### src/hdl/b64e_pkg.sv
// Shared types, constants and the symbol mapping for the base64 stream encoder.
package b64e_pkg;

   localparam logic [7:0] PAD_CHAR = 8'h3D;

   // Position within the current three-byte group.
   typedef enum logic [2:0] {
      PH_FIRST  = 3'b001,
      PH_SECOND = 3'b010,
      PH_THIRD  = 3'b100
   } phase_type;

   // One queued command: up to four characters, index of the final one, and
   // whether that final character closes the encoding.
   typedef struct packed {
      logic [3:0][7:0] chars;
      logic [1:0]      last_idx;
      logic            mark;
   } cmd_type;

   // Status of the command queue.
   typedef struct packed {
      logic full;
      logic empty;
   } queue_status_type;

   // Map a six-bit value to its base64 ASCII character.
   function automatic logic [7:0] sym(input logic [5:0] v);
      logic [7:0] w;
      w = {2'b00, v};
      if (v < 6'd26) begin
         sym = 8'h41 + w;
      end else if (v < 6'd52) begin
         sym = 8'h61 + w - 8'd26;
      end else if (v < 6'd62) begin
         sym = 8'h30 + w - 8'd52;
      end else if (v == 6'd62) begin
         sym = 8'h2B;
      end else begin
         sym = 8'h2F;
      end
   endfunction

endpackage

### src/hdl/b64e_front.sv
// Front end: tracks group phase and carry bits, turns each byte into a command.
module b64e_front (
   input  logic                clock,
   input  logic                reset,
   input  logic                accept,
   input  logic [7:0]          data_byte,
   input  logic                last_byte,
   output b64e_pkg::cmd_type   cmd,
   output b64e_pkg::phase_type phase
);
   import b64e_pkg::*;

   phase_type  phase_ff, phase_in;
   logic [3:0] carry_ff, carry_in;

   always_comb begin
      cmd       = '0;
      phase_in  = PH_FIRST;
      carry_in  = 4'd0;
      case (phase_ff)
         PH_SECOND: begin
            cmd.chars[0] = sym({carry_ff[1:0], data_byte[7:4]});
            if (last_byte) begin
               cmd.chars[1] = sym({data_byte[3:0], 2'b00});
               cmd.chars[2] = PAD_CHAR;
               cmd.last_idx = 2'd2;
               cmd.mark     = 1'b1;
            end else begin
               carry_in = data_byte[3:0];
               phase_in = PH_THIRD;
            end
         end
         PH_THIRD: begin
            cmd.chars[0] = sym({carry_ff, data_byte[7:6]});
            cmd.chars[1] = sym(data_byte[5:0]);
            cmd.last_idx = 2'd1;
            cmd.mark     = last_byte;
         end
         default: begin
            cmd.chars[0] = sym(data_byte[7:2]);
            if (last_byte) begin
               cmd.chars[1] = sym({data_byte[1:0], 4'b0000});
               cmd.chars[2] = PAD_CHAR;
               cmd.chars[3] = PAD_CHAR;
               cmd.last_idx = 2'd3;
               cmd.mark     = 1'b1;
            end else begin
               carry_in = {2'b00, data_byte[1:0]};
               phase_in = PH_SECOND;
            end
         end
      endcase
   end

   always_ff @(posedge clock) begin
      if (reset) begin
         phase_ff <= PH_FIRST;
         carry_ff <= 4'd0;
      end else if (accept) begin
         phase_ff <= phase_in;
         carry_ff <= carry_in;
      end
   end

   assign phase = phase_ff;

endmodule

### src/hdl/b64e_cmd_fifo.sv
// Short command queue between the front end and the character serializer.
module b64e_cmd_fifo #(
   parameter int DEPTH = 4
) (
   input  logic                       clock,
   input  logic                       reset,
   input  logic                       wr_en,
   input  b64e_pkg::cmd_type          wr_cmd,
   input  logic                       rd_en,
   output b64e_pkg::cmd_type          rd_cmd,
   output b64e_pkg::queue_status_type status
);
   import b64e_pkg::*;

   localparam int PTR_W = (DEPTH > 1) ? $clog2(DEPTH) : 1;
   localparam int CNT_W = $clog2(DEPTH + 1);

   cmd_type           slots_ff [DEPTH];
   logic [PTR_W-1:0]  wr_ptr_ff, wr_ptr_in;
   logic [PTR_W-1:0]  rd_ptr_ff, rd_ptr_in;
   logic [CNT_W-1:0]  count_ff, count_in;

   always_comb begin
      wr_ptr_in = wr_ptr_ff;
      rd_ptr_in = rd_ptr_ff;
      count_in  = count_ff;
      if (wr_en) begin
         wr_ptr_in = (wr_ptr_ff == PTR_W'(DEPTH - 1)) ? '0 : wr_ptr_ff + 1'b1;
      end
      if (rd_en) begin
         rd_ptr_in = (rd_ptr_ff == PTR_W'(DEPTH - 1)) ? '0 : rd_ptr_ff + 1'b1;
      end
      if (wr_en && !rd_en) begin
         count_in = count_ff + 1'b1;
      end else if (rd_en && !wr_en) begin
         count_in = count_ff - 1'b1;
      end
   end

   always_ff @(posedge clock) begin
      if (reset) begin
         wr_ptr_ff <= '0;
         rd_ptr_ff <= '0;
         count_ff  <= '0;
      end else begin
         wr_ptr_ff <= wr_ptr_in;
         rd_ptr_ff <= rd_ptr_in;
         count_ff  <= count_in;
      end
   end

   always_ff @(posedge clock) begin
      if (wr_en) begin
         slots_ff[wr_ptr_ff] <= wr_cmd;
      end
   end

   assign rd_cmd       = slots_ff[rd_ptr_ff];
   assign status.full  = (count_ff == CNT_W'(DEPTH));
   assign status.empty = (count_ff == '0);

endmodule

### src/hdl/b64e_back.sv
// Back end: serializes queued commands into one character word per cycle when the output is free.
module b64e_back (
   input  logic                       clock,
   input  logic                       reset,
   input  b64e_pkg::cmd_type          cmd,
   input  b64e_pkg::queue_status_type qstat,
   output logic                       cmd_pop,
   input  logic                       rsp_pop,
   output logic                       rsp_empty,
   output logic [7:0]                 rsp_out_char,
   output logic                       rsp_last_char
);
   import b64e_pkg::*;

   cmd_type    cur_ff;
   logic       cur_valid_ff, cur_valid_in;
   logic [1:0] idx_ff, idx_in;
   logic       out_valid_ff, out_valid_in;
   logic [7:0] out_char_ff;
   logic       out_last_ff;
   logic       out_free;
   logic       emit;
   logic       cur_done;

   always_comb begin
      out_free     = !out_valid_ff || rsp_pop;
      emit         = cur_valid_ff && out_free;
      cur_done     = emit && (idx_ff == cur_ff.last_idx);
      cmd_pop      = !qstat.empty && (!cur_valid_ff || cur_done);
      cur_valid_in = cmd_pop ? 1'b1 : (cur_done ? 1'b0 : cur_valid_ff);
      idx_in       = cmd_pop ? 2'd0 : (emit ? idx_ff + 2'd1 : idx_ff);
      out_valid_in = emit ? 1'b1 : (rsp_pop ? 1'b0 : out_valid_ff);
   end

   always_ff @(posedge clock) begin
      if (reset) begin
         cur_valid_ff <= 1'b0;
         idx_ff       <= 2'd0;
         out_valid_ff <= 1'b0;
      end else begin
         cur_valid_ff <= cur_valid_in;
         idx_ff       <= idx_in;
         out_valid_ff <= out_valid_in;
      end
   end

   always_ff @(posedge clock) begin
      if (cmd_pop) begin
         cur_ff <= cmd;
      end
      if (emit) begin
         out_char_ff <= cur_ff.chars[idx_ff];
         out_last_ff <= cur_done && cur_ff.mark;
      end
   end

   assign rsp_empty     = !out_valid_ff;
   assign rsp_out_char  = out_char_ff;
   assign rsp_last_char = out_last_ff;

endmodule

### src/hdl/base64_stream_encoder_core.sv
// Top level of the streaming base64 encoder (standard alphabet, '=' padding).
//
// Raw bytes enter one word per cycle on the req_ queue port while req_full is
// low, the final byte of a message flagged by req_last_byte; base64 characters
// leave on the rsp_ queue port, one word per cycle while the consumer pops, with
// rsp_last_char set on the final character of the encoding. The front end takes
// a byte in every cycle that req_full is low and turns it into a command of one
// to four characters; the back end drains those commands one character a cycle
// while the output register is free. A byte's characters pass through the
// command queue, the current-command register and the output register before
// they reach the rsp_ ports. On a long stream the output side moves four
// characters per three bytes, so the one-character-per-cycle output register
// sets the sustained input rate. CMD_DEPTH commands can wait between the two
// halves, so bursts on the input side are absorbed while the consumer stalls.
module base64_stream_encoder_core #(
   parameter int CMD_DEPTH = 4
) (
   input  logic       clock,
   input  logic       reset,
   input  logic       req_push,
   output logic       req_full,
   input  logic [7:0] req_data_byte,
   input  logic       req_last_byte,
   output logic       rsp_empty,
   input  logic       rsp_pop,
   output logic [7:0] rsp_out_char,
   output logic       rsp_last_char
);
   import b64e_pkg::*;

   cmd_type          front_cmd;
   cmd_type          head_cmd;
   phase_type        front_phase;
   queue_status_type qstat;
   logic             accept;
   logic             cmd_pop;

   // Take a byte whenever the command queue has room.
   assign req_full = qstat.full;
   assign accept   = req_push && !qstat.full;

   b64e_front u_front (
      .clock     (clock),
      .reset     (reset),
      .accept    (accept),
      .data_byte (req_data_byte),
      .last_byte (req_last_byte),
      .cmd       (front_cmd),
      .phase     (front_phase)
   );

   // Hold commands until the serializer is ready for them.
   b64e_cmd_fifo #(
      .DEPTH (CMD_DEPTH)
   ) u_queue (
      .clock  (clock),
      .reset  (reset),
      .wr_en  (accept),
      .wr_cmd (front_cmd),
      .rd_en  (cmd_pop),
      .rd_cmd (head_cmd),
      .status (qstat)
   );

   // Advance one character per cycle into the output register while it is free.
   b64e_back u_back (
      .clock         (clock),
      .reset         (reset),
      .cmd           (head_cmd),
      .qstat         (qstat),
      .cmd_pop       (cmd_pop),
      .rsp_pop       (rsp_pop),
      .rsp_empty     (rsp_empty),
      .rsp_out_char  (rsp_out_char),
      .rsp_last_char (rsp_last_char)
   );

   // A final byte always returns the front end to the start of a group.
   a_last_resets_phase : assert property (@(posedge clock) disable iff (reset)
      (accept && req_last_byte) |=> (front_phase == PH_FIRST))
      else $error("group phase not restarted after final byte");

   // The serializer never pulls from an empty queue.
   a_no_pop_on_empty : assert property (@(posedge clock) disable iff (reset)
      !(cmd_pop && qstat.empty))
      else $error("command popped from empty queue");

   // The queue cannot report full and empty together.
   a_queue_status : assert property (@(posedge clock) disable iff (reset)
      !(qstat.full && qstat.empty))
      else $error("queue full and empty at once");

endmodule
### config.mk
export PLATFORM = sky130hd
export DESIGN_NAME = base64_stream_encoder_core
export DESIGN_NICKNAME = d
export VERILOG_FILES = /design/src/hdl/b64e_pkg.sv /design/src/hdl/b64e_front.sv /design/src/hdl/b64e_cmd_fifo.sv /design/src/hdl/b64e_back.sv /design/src/hdl/base64_stream_encoder_core.sv
export SDC_FILE = /design/constraint.sdc
export NUM_CORES = 1
export LEC_CHECK = 0
export ABC_AREA = 1
export BUFFER_PORTS_ARGS = -buffer_cell sky130_fd_sc_hd__buf_4
export CAP_MARGIN = 20
export CORE_MARGIN = 5
export CORE_UTILIZATION = 60
export DETAILED_ROUTE_END_ITERATION = 16
export PLACE_DENSITY = 0.83
export SYNTH_ARGS = -nofsm -noshare
export SYNTH_HDL_FRONTEND = slang
export SYNTH_HIERARCHICAL = 1
export SYNTH_SLANG_ARGS = --single-unit
export TNS_END_PERCENT = 50
### constraint.sdc
create_clock -name clock -period 4.7 [get_ports clock]
set_input_delay 0.235 -clock clock [delete_from_list [all_inputs] [get_ports clock]]
set_output_delay 0.235 -clock clock [all_outputs]
set_load 0.05 [all_outputs]
==> metrics.txt, run 1 <==
outcome=finished clean; first-pass GRT wire length=32.7 mm; setup TNS=0 ns; P_leak=3.96 nW; # Max-Cap Violations=0; critical path required time=5.08 ns; sequential fraction of the synthesis area=0.601; worst slew pin tran=1.12 ns; Commonest cells post-synth=edfxtp_1 (184), nand2_1 (128), nor2_1 (112); antenna violations before repair=0; P_sw=0.00190 W; clock sink count=204; post-CTS setup buffers=0; Mapped Area=0.00986 mm^2; dpl cells=1,137; GR Overflow Total=0; critical path endpoint category=register; top post-synthesis cells by area=edfxtp_1 (56%), nand2_1 (4.9%), o21ai_0 (4.3%), nor2_1 (4.3%), dfxtp_1 (4.1%); Iteration-0 DRC Markers=587; peak fanout along the critical path=19; Synth top area share=0.560; HP Start=req_last_byte; DRT Pass-1 Iters=5; Unique masters post-synth=38; DRC Markers=0; WL/cell=17.3 um; WHS Endpoint=u_queue/slots_ff[1][0]; CP Launch Type=register; Max rail drop VDD=392 uV; Reg power frac=0.450; die height=138 um; CTS resizes=0; Min Hold Slack=0.0259 ns; Reg-to-Reg Start=u_back/idx_ff[0]; Post-CTS Hold Fix Bufs=0; diode count=0; Post-synth EDFFs=184; # nets final=980; layout cells sized above 1=0.132; Setup-failing EPs final=0; worst-skew pair later-pin latency=0.49 ns; Syn-to-layout area delta=8.30%; IO Pins=24; Avg Inst Size Synth=10.5 um^2; period utilisation layout=0.546; Core Region=0.0160 mm^2; Die X=138 um; RSZ-0062 raised after global routing=false; Hold Path Cell Cnt=1; post-detailed-routing wire length=20.2 mm; FP Rows=46; Worst Setup SP=u_back/idx_ff[0]; Syn Inst Count=942; post-route ant nets=0; Max-slew headroom=0.255; vias in the first global route=6,443; Internal Power=0.00401 W; reg-to-reg slack, setup=2.13 ns; post-route insts no fill=1,171; logic gate share of total power=0.264; clk slew on worst S/H paths=0.07 ns; FMAX=0.390 GHz; Clk pwr share=0.287; drt via density=5.75; Sw Ratio=0.322; Layout Skew=0.0129 ns; CTS Root Cell=clkbuf_16; PD cells=553 mW/mm^2; dominant synthesized flop cell=edfxtp_1; critical setup path kind=reg -> reg; crit path time final=2.57 ns; cell taking the most area after synthesis=edfxtp_1; Hold Path Class=in -> reg; Tot Pwr=0.00591 W; H-tree lvl count=1; Post-DP HPWL=12.6 mm; Crit path arrival time=2.95 ns; cts bufs inserted=19; number of buffers added on ports=23; final estimated routing congestion in global placement=0.930; R2R depth=17; largest net degree at the start of global routing=71; CTS tree=built; routed vias=6,735; reg-to-reg endpoint=u_queue/count_ff[2]; Final Hold Fails=0; Synth async-reset ratio=0; most common cell in the netlist=edfxtp_1; Placed Area=0.00997 mm^2; Fillers=1,208; die area=0.0191 mm^2; Slew Limit Fails=0; Ys Warns=6; Clock Path Buffers=3; gr usage total=0.209; design area=0.0107 mm^2; Yosys reg bits=204; starting density of the core=0.616
==> metal layers <==
layer  GRT usage  up-vias  routed length, um
li1            -     3286                  -
met1       0.279     3200               8490
met2       0.371      224              10300
met3      0.0262       25               1170
met4      0.0458        0                282
met5           0        -                  0
==> kinds of logic after synthesis <==
group	share of synthesized area
AND/OR/NAND/NOR	0.164
AO/OA/AOI/OAI	0.120
flip-flops	0.601
buffers and inverters	0.0722
adder cells (fa/ha/maj)	0.0325
XOR/XNOR	0.0107
other	0.000380
==> placed cells by master (no fill, tap or decap), types with 16 or more instances in the layout <==
master / synthesis / layout
a21oi_1: 30 / 30
buf_4: 38 / 31
clkbuf_16: 0 / 19
dfxtp_1: 20 / 19
edfxtp_1: 184 / 184
ha_1: 24 / 24
inv_1: 50 / 50
inv_2: 22 / 22
nand2_1: 128 / 128
nand3_1: 63 / 63
nor2_1: 112 / 112
o211ai_1: 16 / 16
o21ai_0: 85 / 85
o21ai_1: 31 / 31
o22ai_1: 44 / 44
==> sequential cells by signal, indices dropped and copies added, names as in the netlist, named ones only <==
name and cells:
u_queue/slots_ff 140, u_back/cur_ff 35, u_back/rsp_out_char 8, u_front/carry_ff 4, u_front/phase 3, u_queue/count_ff 3
u_back/idx_ff 2, u_queue/rd_ptr_ff 2, u_queue/wr_ptr_ff 2, u_back/cur_valid_ff 1, u_back/out_valid_ff 1, u_back/rsp_last_char 1
==> power by group through the flow <==
stage	sequential (W)	combinational [W]	clock, W
2_1_floorplan	0.00274	0.00108	0
3_3_place_gp	0.00269	0.00149	0
3_5_place_dp	0.00269	0.00153	0
4_1_cts	0.00266	0.00155	0.00171
5_1_grt	0.00269	0.00173	0.00181
6_report	0.00266	0.00156	0.00169
==> area by class of cell <==
class                      count  area, um^2  area share
timing repair buffer          31         233      0.0218
multi-input combinational    609        3240       0.304
sequential                   204        5930       0.555
tap                          216         270      0.0253
clock inverter                15         231      0.0217
inverter                      77         300      0.0281
clock buffer                  19         475      0.0445
==> stage by stage <==
stage / util / setup slack (ns)
floorplan: - / 1.81
global placement: 0.623 / 2.34
detailed placement: 0.623 / 2.24
CTS: 0.668 / 2.18
global route: 0.668 / 1.92
finish: 0.668 / 2.13
==> worst max-delay path by stage <==
stage | cells past startpoint | end | slack, ns
CTS | 17 | u_queue/count_ff[2] | 2.18
floorplan | 12 | u_queue/count_ff[1] | 1.81
global route | 16 | u_queue/count_ff[2] | 1.92
detailed placement | 17 | u_queue/count_ff[2] | 2.24
global placement | 17 | u_queue/count_ff[2] | 2.34
finish | 17 | u_queue/count_ff[2] | 2.13
==> worst max-delay path, cell delays in order (launching register included) <==
cell and delay [ns]:
dfxtp_1 0.73, inv_6 0.15, nand2_4 0.11, nand2_2 0.05, nand3_2 0.10, nand2_2 0.07, nand2_2 0.08, inv_1 0.05
inv_1 0.11, ha_1 0.20, inv_1 0.07, fa_1 0.39, inv_1 0.07, nand2_1 0.06, nand3_1 0.08, nand2_1 0.05
inv_1 0.05, nor2_1 0.03
Power figures use the tool's default switching activity.
==> inputs of run 2 (changes only) <==
Settings changed: CORE_UTILIZATION 60 to 58, PLACE_DENSITY 0.83 to 0.84.
Clock period 4.7 ns to 2.1 ns, I/O delays scaled along.
==> run 2 against run 1 <==
Clock power rose by 110%. Combinational power rose by 140%. First-iteration DRC count rose by 13%. Clock skew rose by 0.0037 ns. Critical path depth fell by 4. Wire length rose by 6.2%.
==> metrics.txt, run 2 (synthesized netlist as in run 1, its figures left out) <==
most frequent cells in the layout=edfxtp_1 (184), nand2_1 (127), nor2_1 (112); Hold Path Class=in -> reg; DRT Pass-1 Iters=5; first-pass GRT wire length=34.3 mm; peak fanout along the critical path=4; buffers plus inverters on the worst setup path=4; Hold Path Cell Cnt=5; CP Launch Type=register; FMAX=0.501 GHz; Setup-failing EPs final=0; vias in the first global route=6,789; H-tree lvl count=1; worst-skew pair later-pin latency=0.48 ns; Slew Limit Fails=0; worst setup margin=0.102 ns; commonest non-fill, non-tap cell in the layout=edfxtp_1; drt via density=5.91; Max-slew headroom=0.535; Crit path arrival time=2.38 ns; WHS Endpoint=u_front/phase[0]; diode count=0; layout cells sized above 1=0.155; number of buffers added on ports=23; Clock Path Buffers=3; HP Start=req_push; die height=140 um; Crit path max-delay family=adder cells; # nets final=1,002; Tot Pwr=0.0132 W; Iteration-0 DRC Markers=664; Critical Path Stages=13; reg-to-reg endpoint=u_queue/count_ff[1]; R2R depth=13; max reg flops=140; largest register by flop count=u_queue/slots_ff; cts bufs inserted=19; CP cell instances=inv_1 -> nand2_4 -> nand2_2 -> nand3_2 -> nand2_2 -> nand2_2 -> clkinvlp_4 -> inv_4 -> ha_4 -> inv_2 -> fa_2 -> o21ai_1 -> nor2_1; Crit path top cell by count=nand2_2; Setup WS pre-CTS=0.125 ns; critical path required time=2.48 ns; critical setup path kind=reg -> reg; CTS Root Cell=clkbuf_16; Post-DP HPWL=13.3 mm; Layout Skew=0.0165 ns; max incr delay on CP=0.43 ns; IO Pins=24; DRC Markers=0; Syn-to-layout area delta=10.6%; antenna violations before repair=0; GR Overflow Total=0; reg-to-reg slack, setup=0.10 ns; final estimated routing congestion in global placement=1.00; die area=0.0197 mm^2; gr usage total=0.214; clk slew on worst S/H paths=0.07 ns; Final Hold Fails=0; PD cells=1210 mW/mm^2; Die X=140 um; Reg-to-Reg Start=u_back/cur_ff[1]; CTS tree=built; post-route ant nets=0; critical path endpoint category=register; Core Region=0.0166 mm^2; P_leak=4.05 nW; WL/cell=17.9 um; worst slew pin tran=0.698 ns; outcome=finished clean; # Max-Cap Violations=0; largest net degree at the start of global routing=71; clock sink count=204; period utilisation layout=0.951; FP Rows=47; slowest CP cell=edfxtp_1; routed vias=7,070; post-CTS setup buffers=0; starting density of the core=0.593; Max rail drop VDD=809 uV; post-detailed-routing wire length=21.5 mm; crit path time final=2.00 ns
==> run 2: area by class of cell <==
class / instances / area [um^2]
Fill cell: 1227 / 5730
Tap cell: 220 / 275
Timing Repair Buffer: 53 / 478
Clock buffer: 24 / 524
Clock inverter: 10 / 126
Inverter: 77 / 307
Multi-Input combinational cell: 609 / 3270
Sequential cell: 204 / 5930
==> run 2: per-stage QoR <==
stage / cells / hold slack, ns / utilization / TNS (ns) / instance area (um^2)
3_3_place_gp: 1156 / 0.365 / 0.612 / 0 / 10200
6_report: 1197 / 0.159 / 0.656 / 0 / 10900
4_1_cts: 1197 / 0.156 / 0.655 / 0 / 10900
5_1_grt: 1197 / 0.253 / 0.656 / -0.0341 / 10900
2_1_floorplan: 947 / 0.167 / - / -15.87 / 9910
3_5_place_dp: 1156 / 0.375 / 0.612 / 0 / 10200
==> run 2: how the worst max path moves through the flow <==
stage / from / endpoint / slack [ns]
3_3_place_gp: req_data_byte[6] / u_queue/slots_ff[2][7] / 0.26
3_5_place_dp: u_queue/count_ff[1] / u_queue/count_ff[2] / 0.12
6_report: u_back/cur_ff[1] / u_queue/count_ff[1] / 0.10
5_1_grt: u_back/cur_ff[1] / u_queue/count_ff[2] / -0.03
2_1_floorplan: u_back/idx_ff[0] / u_queue/count_ff[2] / -0.28
4_1_cts: u_queue/count_ff[1] / u_queue/count_ff[2] / 0.11
==> run 2: layer usage <==
| metal | up-vias | track usage | wire length (um) |
|---|---|---|---|
| li1 | 3336 | - | - |
| met2 | 363 | 0.362 | 10600 |
| met4 | 0 | 0.0760 | 630 |
| met1 | 3324 | 0.286 | 8540 |
| met5 | - | 0 | 0 |
| met3 | 47 | 0.0252 | 1690 |
==> run 2: where the power goes <==
group	internal [W]	leakage (nW)	switching [W]	total, W
combinational	0.00111	1.85	0.00263	0.00374
sequential	0.00561	1.87	0.000311	0.00592
clock	0.00214	0.324	0.00139	0.00353
==> run 2: tightest hold or removal path, delay by kind of cell <==
kind / cells / cell delay, ns
AO/OA/AOI/OAI: 1 / 0.14
buffers and inverters: 3 / 0.32
AND/OR/NAND/NOR: 1 / 0.05
==> run 2: repair_timing <==
item,4_1_cts,5_1_grt
hold buffers,7,0
hold endpoints to repair,17,0
resized for setup,0,3
endpoints found under the setup margin,0,1
==> inputs of run 3 (changes only) <==
Settings changed: CORE_UTILIZATION 58 to 45, PLACE_DENSITY 0.84 to 0.69.
==> run 3 against run 2 <==
Clock-buffer cell count rose by 6. Wire length fell by 1.4%. First-iteration DRC count decreased by 26%. Sequential cell count is the same. Final area fell by 0.11%. Clock power down 9.6%. Setup slack better by 0.10 ns. Via count down 3.7%. Critical path type unchanged. Critical endpoint is now u_queue/count_ff[2]. Largest cell class unchanged. Largest power group unchanged.
==> metrics.txt, run 3 (synthesized netlist as in run 1, its figures left out) <==
outcome=finished clean; Crit path top cell by count=nand2_2; PD cells=1170 mW/mm^2; Reg power frac=0.466; diode count=0; CP cell instances=inv_6 -> nand2_4 -> nand2_2 -> nand3_2 -> nand2_2 -> nand2_2 -> clkinvlp_4 -> inv_2 -> ha_4 -> inv_2 -> fa_2 -> inv_1 -> nand2_1 -> nand3_1 -> nand2_1 -> inv_1 -> nor2_1; largest register by flop count=u_queue/slots_ff; Post-DP HPWL=13.3 mm; FP Rows=54; layout cells sized above 1=0.154; DRT Pass-1 Iters=5; critical path required time=2.49 ns; final estimated routing congestion in global placement=0.890; Max rail drop VDD=623 uV; Internal Power=0.00853 W; CTS tree=built; post-route ant nets=0; Final Hold Fails=0; critical setup path kind=reg -> reg; post-detailed-routing wire length=21.2 mm; Die X=158 um; GR Overflow Total=0; Max-slew headroom=0.529; max incr delay on CP=0.38 ns; P_sw=0.00425 W; CTS Root Cell=clkbuf_16; largest net degree at the start of global routing=71; worst slew pin tran=0.707 ns; Clk pwr share=0.249; most frequent cells in the layout=edfxtp_1 (184), nand2_1 (128), nor2_1 (112); drt via density=5.42; crit path time final=1.90 ns; Sw Ratio=0.332; number of buffers added on ports=23; Syn-to-layout area delta=10.5%; H-tree lvl count=1; # Max-Cap Violations=0; die area=0.0250 mm^2; Hold Path Class=in -> reg; P_leak=4.01 nW; WL/cell=16.8 um; antenna violations before repair=0; Crit path max-delay family=simple AND/OR/NAND/NOR gates; IO Pins=24; Slew Limit Fails=0; peak fanout along the critical path=18; gr usage total=0.171; critical path endpoint category=register; routed vias=6,811; Setup-failing EPs final=0; period utilisation layout=0.903; CP Launch Type=register; logic gate share of total power=0.285; post-route insts no fill=1,256; Layout Skew=0.0130 ns; register area=0.00593 mm^2; clock sink count=204; max reg flops=140; cts bufs inserted=19; vias in the first global route=6,553; slowest CP cell=dfxtp_2; Clock Path Buffers=3; Iteration-0 DRC Markers=489; RSZ-0062 raised after global routing=true; worst-skew pair later-pin latency=0.49 ns; Placed Area=0.0103 mm^2; area used by multi-input combinational logic=0.00327 mm^2; buffers plus inverters on the worst setup path=6; dpl cells=1,217; DRC Markers=0; first-pass GRT wire length=34.1 mm; Fillers=1,948; die height=158 um; design area=0.0109 mm^2; clk slew on worst S/H paths=0.06 ns; commonest non-fill, non-tap cell in the layout=edfxtp_1; FMAX=0.527 GHz; starting density of the core=0.455; Crit path arrival time=2.29 ns; Core Region=0.0217 mm^2; post-CTS setup buffers=0; # nets final=1,001
==> run 3: final timing paths <==
kind	startpoint	endpoint	slack (ns)	cells past startpoint
setup / recovery	u_back/idx_ff[0]	u_queue/count_ff[2]	0.20	17
hold / removal	req_data_byte[2]	u_front/carry_ff[2]	0.02	3
setup reg to reg	u_back/idx_ff[0]	u_queue/count_ff[2]	0.20	17
hold reg to reg	u_front/phase[2]	u_front/phase[2]	0.48	2
==> run 3: final cells by class <==
class / count / share of cell area
tap: 280 / 0.0321
timing repair buffer: 52 / 0.0427
clock inverter: 4 / 0.00207
multi-input combinational: 609 / 0.300
clock buffer: 30 / 0.0511
sequential: 204 / 0.544
inverter: 77 / 0.0279
==> run 3: metal layers <==
layer  vias to the layer above  global-route usage  part of all wire
met5                         -                   0                 0
met4                         0              0.0418             0.013
met3                        25              0.0216             0.051
met2                       177               0.294              0.49
met1                      3273               0.232              0.44
li1                       3336                   -                 -
==> run 3: through the flow <==
step | setup TNS, ns | hold slack (ns) | utilization | power [W] | setup slack [ns]
finish | 0 | 0.0223 | 0.503 | 0.0128 | 0.203
global route | -0.00167 | 0.0163 | 0.503 | 0.0135 | -0.00167
CTS | 0 | 0.00203 | 0.502 | 0.0129 | 0.109
detailed placement | 0 | 0.398 | 0.473 | 0.00970 | 0.119
global placement | 0 | 0.398 | 0.473 | 0.00960 | 0.168
floorplan | -15.87 | 0.167 | - | 0.00861 | -0.276
==> run 3: repair_timing <==
action                                  4_1_cts  5_1_grt
endpoints found under the setup margin        0        5
hold buffers                                  5        0
gates resized for setup                       0        4
hold endpoints to repair                     17        0
==> run 3: power groups by stage <==
stage | combinational (W) | sequential [W] | clock, W
4_1_cts | 0.00368 | 0.00596 | 0.00325
3_5_place_dp | 0.00366 | 0.00603 | 0
2_1_floorplan | 0.00247 | 0.00614 | 0
5_1_grt | 0.00406 | 0.00601 | 0.00345
3_3_place_gp | 0.00359 | 0.00600 | 0
6_report | 0.00364 | 0.00595 | 0.00319
==> run 3: tightest hold or removal path: stages <==
cell	delay, ns
buf_4	0.17
nand3_1	0.12
a21oi_1	0.07
